[config.mk]
export PLATFORM = sky130hd
export DESIGN_NAME = n3pc_ctrl
export DESIGN_NICKNAME = d
export VERILOG_FILES = /design/src/rtl/n3pc_pkg.sv /design/src/rtl/n3pc_ctrl.sv
export SDC_FILE = /design/constraint.sdc
export NUM_CORES = 1
export LEC_CHECK = 0
export ABC_AREA = 1
export ABC_CLOCK_PERIOD_IN_PS = 4400
export BUFFER_PORTS_ARGS = -buffer_cell sky130_fd_sc_hd__buf_4
export CAP_MARGIN = 30
export CORE_AREA = 2 2 39 41
export CTS_CLUSTER_SIZE = 10
export DETAILED_ROUTE_END_ITERATION = 8
export DIE_AREA = 0 0 41 43
export HOLD_SLACK_MARGIN = 0.05
export SLEW_MARGIN = 30
export SYNTH_ARGS = -nofsm -noshare
export SYNTH_HDL_FRONTEND = slang
export SYNTH_SLANG_ARGS = --single-unit
[constraint.sdc]
create_clock -name clk -period 4.4 [get_ports clk]
set_clock_uncertainty 0.2 [all_clocks]
set_input_delay 0.22 -clock clk [delete_from_list [all_inputs] [get_ports clk]]
set_output_delay 0.22 -clock clk [all_outputs]
set_load 0.02 [all_outputs]
[src/rtl/n3pc_pkg.sv]
// Shared types, constants and neighbor tables of the 3x3 pixel classifier.
// No dependencies; used by every RTL module of the block but n3pc_ram.
package n3pc_pkg;

  localparam int MAX_SIDE    = 256;
  localparam int PIXEL_BITS  = 8;
  localparam int ADDR_BITS   = 16;
  localparam int STORE_DEPTH = 1 << ADDR_BITS;
  localparam int CFG_BITS    = 9;
  localparam int SIDE_BITS   = $clog2(MAX_SIDE) + 1;   // holds 1..MAX_SIDE
  localparam int COORD_BITS  = $clog2(MAX_SIDE);       // holds 0..MAX_SIDE-1
  localparam int COORD_IDX_W = (COORD_BITS > 1) ? $clog2(COORD_BITS) : 1;
  localparam int DIV_W       = SIDE_BITS + COORD_BITS;
  localparam int AREA_W      = 2 * SIDE_BITS;
  localparam int NBR_COUNT   = 8;
  localparam int NBR_W       = 3;
  localparam int CNT_W       = (COORD_IDX_W > NBR_W) ? COORD_IDX_W : NBR_W;
  localparam int COUNT_W     = 4;
  localparam int IN_TDATA_W  = 40;
  localparam int OUT_TDATA_W = 8;
  localparam int CFG_IDX_W   = 1;

  // register indexes
  localparam logic [CFG_IDX_W-1:0] REG_WIDTH  = 1'd0;
  localparam logic [CFG_IDX_W-1:0] REG_HEIGHT = 1'd1;

  // request kinds (tuser)
  localparam logic OP_WRITE = 1'b0;
  localparam logic OP_QUERY = 1'b1;

  // side codes
  localparam logic [1:0] SIDE_TOP    = 2'd0;
  localparam logic [1:0] SIDE_RIGHT  = 2'd1;
  localparam logic [1:0] SIDE_BOTTOM = 2'd2;
  localparam logic [1:0] SIDE_LEFT   = 2'd3;

  // neighbor order: tl, t, tr, l, r, bl, b, br
  typedef logic signed [1:0] delta_t;
  localparam delta_t NBR_DX [NBR_COUNT] = '{-2'sd1, 2'sd0, 2'sd1, -2'sd1,
                                            2'sd1, -2'sd1, 2'sd0, 2'sd1};
  localparam delta_t NBR_DY [NBR_COUNT] = '{-2'sd1, -2'sd1, -2'sd1, 2'sd0,
                                            2'sd0, 2'sd1, 2'sd1, 2'sd1};

  typedef struct packed {
    logic                   load;      // capture the accepted request
    logic                   wr;        // store its pixel
    logic                   div_step;  // one restoring-division step
    logic [COORD_IDX_W-1:0] div_bit;   // quotient bit of this step
    logic                   rd_en;     // issue a neighbor read
    logic [NBR_W-1:0]       nbr;       // neighbor being read
    logic                   cap;       // read data of previous issue is valid
    logic                   out_load;  // load the result register
  } cmd_t;

  typedef struct packed {
    logic bad;       // query index outside the image
    logic out_free;  // result register can take a new result
  } stat_t;

endpackage

[src/rtl/n3pc_ctrl.sv]
// Sequencer of the classifier: accept, divide, eight neighbor reads, result.
// Depends on n3pc_pkg.
module n3pc_ctrl (
  input  logic            clk,
  input  logic            rst,
  input  logic            s_tvalid,
  input  logic            s_tuser,
  output logic            s_tready,
  input  n3pc_pkg::stat_t stat,
  output n3pc_pkg::cmd_t  cmd
);
  import n3pc_pkg::*;

  localparam logic [2:0] ST_IDLE = 3'd0;
  localparam logic [2:0] ST_DIV  = 3'd1;
  localparam logic [2:0] ST_READ = 3'd2;
  localparam logic [2:0] ST_LAST = 3'd3;
  localparam logic [2:0] ST_DONE = 3'd4;

  logic [2:0]       state, state_next;
  logic [CNT_W-1:0] cnt, cnt_next;
  logic             accept;

  assign s_tready = (state == ST_IDLE);
  assign accept   = s_tvalid && s_tready;

  always_comb begin
    state_next   = state;
    cnt_next     = cnt;
    cmd          = '0;
    cmd.div_bit  = COORD_IDX_W'(CNT_W'(COORD_BITS - 1) - cnt);
    cmd.nbr      = cnt[NBR_W-1:0];
    case (state)
      ST_IDLE: begin
        if (accept) begin
          cmd.load = 1'b1;
          cnt_next = '0;
          if (s_tuser == OP_WRITE) begin
            cmd.wr = 1'b1;
          end else begin
            state_next = ST_DIV;
          end
        end
      end
      ST_DIV: begin
        cmd.div_step = 1'b1;
        if (stat.bad) begin
          state_next = ST_DONE;
        end else if (cnt == CNT_W'(COORD_BITS - 1)) begin
          cnt_next   = '0;
          state_next = ST_READ;
        end else begin
          cnt_next = cnt + CNT_W'(1);
        end
      end
      ST_READ: begin
        cmd.rd_en = 1'b1;
        cmd.cap   = (cnt != '0);
        if (cnt == CNT_W'(NBR_COUNT - 1)) begin
          state_next = ST_LAST;
        end else begin
          cnt_next = cnt + CNT_W'(1);
        end
      end
      ST_LAST: begin
        cmd.cap    = 1'b1;
        state_next = ST_DONE;
      end
      ST_DONE: begin
        if (stat.out_free) begin
          cmd.out_load = 1'b1;
          state_next   = ST_IDLE;
        end
      end
      default: begin
        state_next = ST_IDLE;
      end
    endcase
  end

  always_ff @(posedge clk) begin
    if (rst) begin
      state <= ST_IDLE;
      cnt   <= '0;
    end else begin
      state <= state_next;
      cnt   <= cnt_next;
    end
  end

endmodule

==> results.yml, run 1 <==
timing:
  slew_violations: 0
  clock.fmax_ghz: 0.573
  hold_viol: 0
  tns_ns: 0
  worst_slew_pin_slew_ns: 0.327
  final-setup-viol-count: 0
  slew_headroom: 0.782
  period_minus_slack_ns: 1.75
  rsz0062_at_grt: "false"
  fin_crit_sh: 0.397
  hold_ws_ns: 0.113
placement:
  dp_hpwl_um: 903
  gp_congestion: 0.775
  dpl_cell_area_um2: 621
  buffer_ports.inserted: 18
critical_path:
  crit_fanout: 6
  cp-start-kind: "flop"
  path_class: "reg -> out"
  cp.arrival_ns: 1.33
  cp.required_ns: 3.98
  crit_path_end_kind: "primary output"
grt:
  antenna_found_initial: 0
  grt_pass1_vias: 458
  grt_overflow: 0
  grt_first_pass_wirelength_um: 1770
  grt.total_usage: 0.152
  grt_max_degree: 9
die:
  die-area_mm2: 0.00176
  die_h_um: 43
  core_mm2: 0.00138
  chipWidth_um: 41
  start_util: 0.342
  io_pins: 19
  rows: 14
pwr:
  power_density_mw_per_mm2: 312
  swShare: 0.383
  seqPwrFrac: 0.328
  ir_drop_mv: 0.179
  combPwrFrac: 0.431
  p_leak_nw: 0.352
  p_int_w: 0.000128
  p_clk_frac: 0.241
  p_sw_w: 0.0000792
clocking:
  cts_buffer_depth: 2
  cts-root-buf: "clkbuf_4"
  post_cts_buffers: 0
  worstSkewPairLatency_ns: 0.24
  numCtsBuffers: 3
  ctsResizeCount: 0
  clkTransAtPathRegs_ns: 0.04
  cts_max_level: 1
  cts_hold_buf: 2
  clock-sinks: 6
  cts_tree: "yes"
route:
  vias_per_cell: 4.55
  drt_iter0_drc: 11
  wl_um: 1120
  firstDrtPassIters: 4
  drc: 0
  via_count: 541
  antenna_left: 0
  wire_per_inst_um: 9.45
layout:
  layout_common_cells: "nand2_1 (23), buf_4 (18), nor2_1 (15), inv_1 (12)"
  drive_above_1_share: 0.262
  antenna_cells: 0
  stdcell_area_um2: 663
  syn2layout_area_growth_pct: 40.2
  fin_nets: 114
  final_common_cell: "nand2_1"
run_status:
  outcome: "finished, final reports clean"
synthesis:
  synth_fa_ha_area_frac: 0.0794
  synth.largest_area_cell: "dfxtp_1"
  synth_warnings: 0
  syn_nets: 90
  yosysSeqAreaShare: 0.254
  ys_ff_latch: 6
  yosys-top-cells-area: "dfxtp_1 (25%), nand2_1 (18%), nor2_1 (12%)"
  synth_mux_area_frac: 0
  synth_top_family_by_area: "simple AND/OR/NAND/NOR gates"
  synth_xor_area_frac: 0
  postSynthCellCount: 81
  synth_compound_area_frac: 0.0820
  synth_cell_types: 17
  syn_area_per_cell_um2: 5.84
  synth_top_area_frac: 0.254
  yosys.area_share.simple: 0.466
  synth_area_um2: 473
job:
  maxCapViolCount: 0
worst_hold_path:
  hp-class: "in -> reg"
## cell usage after synthesis
library cell,number
o21ai_0,2
inv_2,1
nand2_1,23
nor2_2,2
a21oi_1,3
nand3_1,6
a31oi_1,1
and2_1,1
inv_1,12
o21a_1,1
nor2_4,1
nand2_2,2
nor2_1,15
dfxtp_1,6
buf_4,1
nor3_1,1
ha_1,3
## worst paths after layout
path,slack [ns],to,cells past startpoint,from
setup / recovery,2.65,cmd[10],4,state[0]$_SDFFE_PP0P_
hold reg to reg,0.33,cnt[1]$_SDFFE_PP0P_,2,cnt[1]$_SDFFE_PP0P_
hold / removal,0.11,state[2]$_SDFFE_PP0P_,3,stat[0]
setup reg to reg,2.79,cnt[2]$_SDFFE_PP0P_,7,cnt[0]$_SDFFE_PP0P_
## cells by family (layout without fill, tap and decap cells)
logic type,Yosys count,count (layout)
AND/OR/NAND/NOR,51,51
buffers and inverters,14,36
AO/OA/AOI/OAI,7,7
flip-flops,6,6
adder cells (fa/ha/maj),3,3
## power groups by stage
stage	clock network, W	logic [W]	registers [W]
4_1_cts	0.0000528	0.0000899	0.0000679
6_report	0.0000499	0.0000891	0.0000678
5_1_grt	0.0000568	0.0000989	0.0000687
2_1_floorplan	0	0.0000520	0.0000721
3_5_place_dp	0	0.0000882	0.0000688
3_3_place_gp	0	0.0000887	0.0000688
## critical path: stages, from the launching register on
cell and delay [ns]:
dfxtp_1 0.37, nor2_2 0.26, nand2_1 0.13, nor3_1 0.15, buf_4 0.17
## through the flow
stage / power, W / setup slack, ns / util / cells
2_1_floorplan: 0.000124 / 2.69 / - / 81
3_3_place_gp: 0.000158 / 2.82 / 0.448 / 114
3_5_place_dp: 0.000157 / 2.80 / 0.448 / 114
4_1_cts: 0.000211 / 2.65 / 0.479 / 119
5_1_grt: 0.000224 / 2.50 / 0.479 / 119
6_report: 0.000207 / 2.65 / 0.479 / 119
## layout make-up
type / count / area, µm²
Clock buffer: 3 / 22.5
Tap cell: 16 / 20.0
Fill cell: 155 / 721
Sequential cell: 6 / 120
Timing Repair Buffer: 20 / 155
Inverter: 13 / 48.8
Multi-Input combinational cell: 61 / 297
## routing by layer
layer  up-vias  wire length (µm)  share of wire  GRT usage
met5         -                 0              0          0
met4         0                 0              0     0.0400
met3         0                82          0.073     0.0942
met2        16               553           0.49      0.228
met1       232               488           0.43      0.174
li1        293                 -              -          -
## sequential cells by signal, indices dropped and copies added (netlist names)
register  flops
cnt           3
state         3
Power figures use the tool's default switching activity.
==> run 2, diff against run 1 <==
--- a/config.mk
+++ b/config.mk
@@ -6,7 +6,7 @@
 export NUM_CORES = 1
 export LEC_CHECK = 0
 export ABC_AREA = 1
-export ABC_CLOCK_PERIOD_IN_PS = 4400
+export ABC_CLOCK_PERIOD_IN_PS = 1500
 export BUFFER_PORTS_ARGS = -buffer_cell sky130_fd_sc_hd__buf_4
 export CAP_MARGIN = 30
 export CORE_AREA = 2 2 39 41
==> constraint.sdc (replaced) <==
create_clock -name clk -period 1.5 [get_ports clk]
set_clock_uncertainty 0.2 [all_clocks]
set_input_delay 0.075 -clock clk [delete_from_list [all_inputs] [get_ports clk]]
set_output_delay 0.075 -clock clk [all_outputs]
set_load 0.02 [all_outputs]
==> run 2 against run 1 <==
  * Largest power group unchanged
  * First-iteration DRC count down 18%
  * Worst hold slack better by 0.017 ns
  * Highest routed layer is now met4
  * Global-route usage up 0.10 points
  * Critical path type unchanged
  * Die area unchanged
  * Critical path depth up 1
  * Non-clock buffer count up 8
  * Total power rose to 3.3 times the previous value
  * Wire length up 9.9%
  * Via count up 8.1%
  * Worst setup slack worse by 2.6 ns
  * Combinational power rose to 3.6 times the previous value
==> results.yml, run 2 (synthesis gave the netlist of run 1 again) <==
run_status:
  outcome: "finished, final reports clean"
pwr:
  seqPwrFrac: 0.303
  p_clk_frac: 0.224
  combPwrFrac: 0.473
  p_int_w: 0.000417
  p_leak_nw: 0.395
  ir_drop_mv: 0.607
  finalPower_w: 0.000675
  swShare: 0.383
  power_density_mw_per_mm2: 860
  p_sw_w: 0.000258
timing:
  fin_crit_sh: 0.969
  hold_viol: 0
  clock.fmax_ghz: 0.688
  hold_ws_ns: 0.130
  slew_violations: 0
  period_minus_slack_ns: 1.45
  rsz0062_at_grt: "true"
  final-setup-viol-count: 0
  worst_slew_pin_slew_ns: 0.180
  slew_headroom: 0.880
critical_path:
  cp.arrival_ns: 1.18
  cp.required_ns: 1.22
  rrSetupSlack_ns: 0.05
  path_class: "reg -> out"
  crit_fanout: 4
  cp-start-kind: "flop"
  crit_path_end_kind: "primary output"
layout:
  regArea_um2: 129
  fin_nets: 122
  stdcell_area_um2: 785
  multiInputGateArea_um2: 339
  top_regs: "cnt: 3 flops, state: 3 flops"
  antenna_cells: 0
  drive_above_1_share: 0.423
  layout_common_cells: "nand2_1 (23), buf_4 (23), nor2_1 (13), inv_1 (9), nand3_1 (6)"
  syn2layout_area_growth_pct: 65.9
  nFillCells: 139
clocking:
  numCtsBuffers: 3
  cts_max_level: 1
  cts_buffer_depth: 2
  clkTransAtPathRegs_ns: 0.05
  worstSkewPairLatency_ns: 0.25
  cts_tree: "yes"
  clock-sinks: 6
  cts-root-buf: "clkbuf_4"
route:
  via_count: 585
  vias_per_cell: 4.61
  drc: 0
  wl_um: 1240
  firstDrtPassIters: 4
  antenna_left: 0
  drt_iter0_drc: 9
  wire_per_inst_um: 9.72
grt:
  grt_overflow: 0
  grt_pass1_vias: 468
  grt_max_degree: 7
  grt_first_pass_wirelength_um: 1800
  antenna_found_initial: 0
  grt.total_usage: 0.153
placement:
  dp_hpwl_um: 934
  gp_congestion: 0.840
  dpl_cell_area_um2: 668
  buffer_ports.inserted: 18
die:
  chipWidth_um: 41
  start_util: 0.342
  core_mm2: 0.00138
  rows: 14
  die-area_mm2: 0.00176
  die_h_um: 43
  io_pins: 19
job:
  maxCapViolCount: 0
worst_hold_path:
  hp-class: "in -> reg"
==> run 2: worst max-delay path, stage by stage, from the launching register on <==
cell,delay [ns]
dfxtp_2,0.33
buf_6,0.09
inv_2,0.05
ha_4,0.15
a31oi_1,0.15
buf_4,0.16
==> run 2: through the flow <==
stage	instances	setup TNS (ns)	setup WS, ns	util
floorplan	81	0	0.0186	-
finish	127	0	0.0461	0.567
global placement	119	-0.00115	-0.00115	0.483
detailed placement	119	-0.00313	-0.00313	0.483
global route	127	-0.0263	-0.0151	0.567
CTS	126	0	0.00840	0.535
==> run 2: worst paths after layout <==
check	start	end	depth (start not counted)
max	cnt[0]$_SDFFE_PP0P_	cmd[1]	5
min	s_tuser	state[0]$_SDFFE_PP0P_	7
max reg2reg	cnt[0]$_SDFFE_PP0P_	cnt[0]$_SDFFE_PP0P_	9
min reg2reg	cnt[1]$_SDFFE_PP0P_	cnt[1]$_SDFFE_PP0P_	3
==> run 2: area by class of cell <==
class / instances / area share
Inverter: 13 / 0.0622
Sequential cell: 6 / 0.164
Tap cell: 16 / 0.0255
Multi-Input combinational cell: 61 / 0.432
Timing Repair Buffer: 28 / 0.287
Clock buffer: 3 / 0.0287
==> run 2: power by group through the flow <==
stage	sequential, W	clock (W)	combinational [W]
2_1_floorplan	0.000214	0	0.000157
3_3_place_gp	0.000199	0	0.000279
3_5_place_dp	0.000199	0	0.000279
4_1_cts	0.000199	0.000161	0.000300
5_1_grt	0.000206	0.000171	0.000351
6_report	0.000204	0.000151	0.000319
==> run 2: layer usage <==
| layer | part of all wire | wire length, µm | up-vias | track usage |
|---|---|---|---|---|
| li1 | - | - | 308 | - |
| met2 | 0.47 | 579 | 14 | 0.209 |
| met3 | 0.049 | 61 | 5 | 0.0314 |
| met4 | 0.025 | 31 | 0 | 0.100 |
| met1 | 0.46 | 562 | 258 | 0.206 |
| met5 | 0 | 0 | - | 0 |
==> run 2: repair_timing <==
action / 4_1_cts / 5_1_grt
hold endpoints to repair: 6 / 0
setup buffers: 1 / 1
resized for setup: 6 / 11
hold buffers: 3 / 0
endpoints found under the setup margin: 4 / 9
pin swaps: 2 / 3
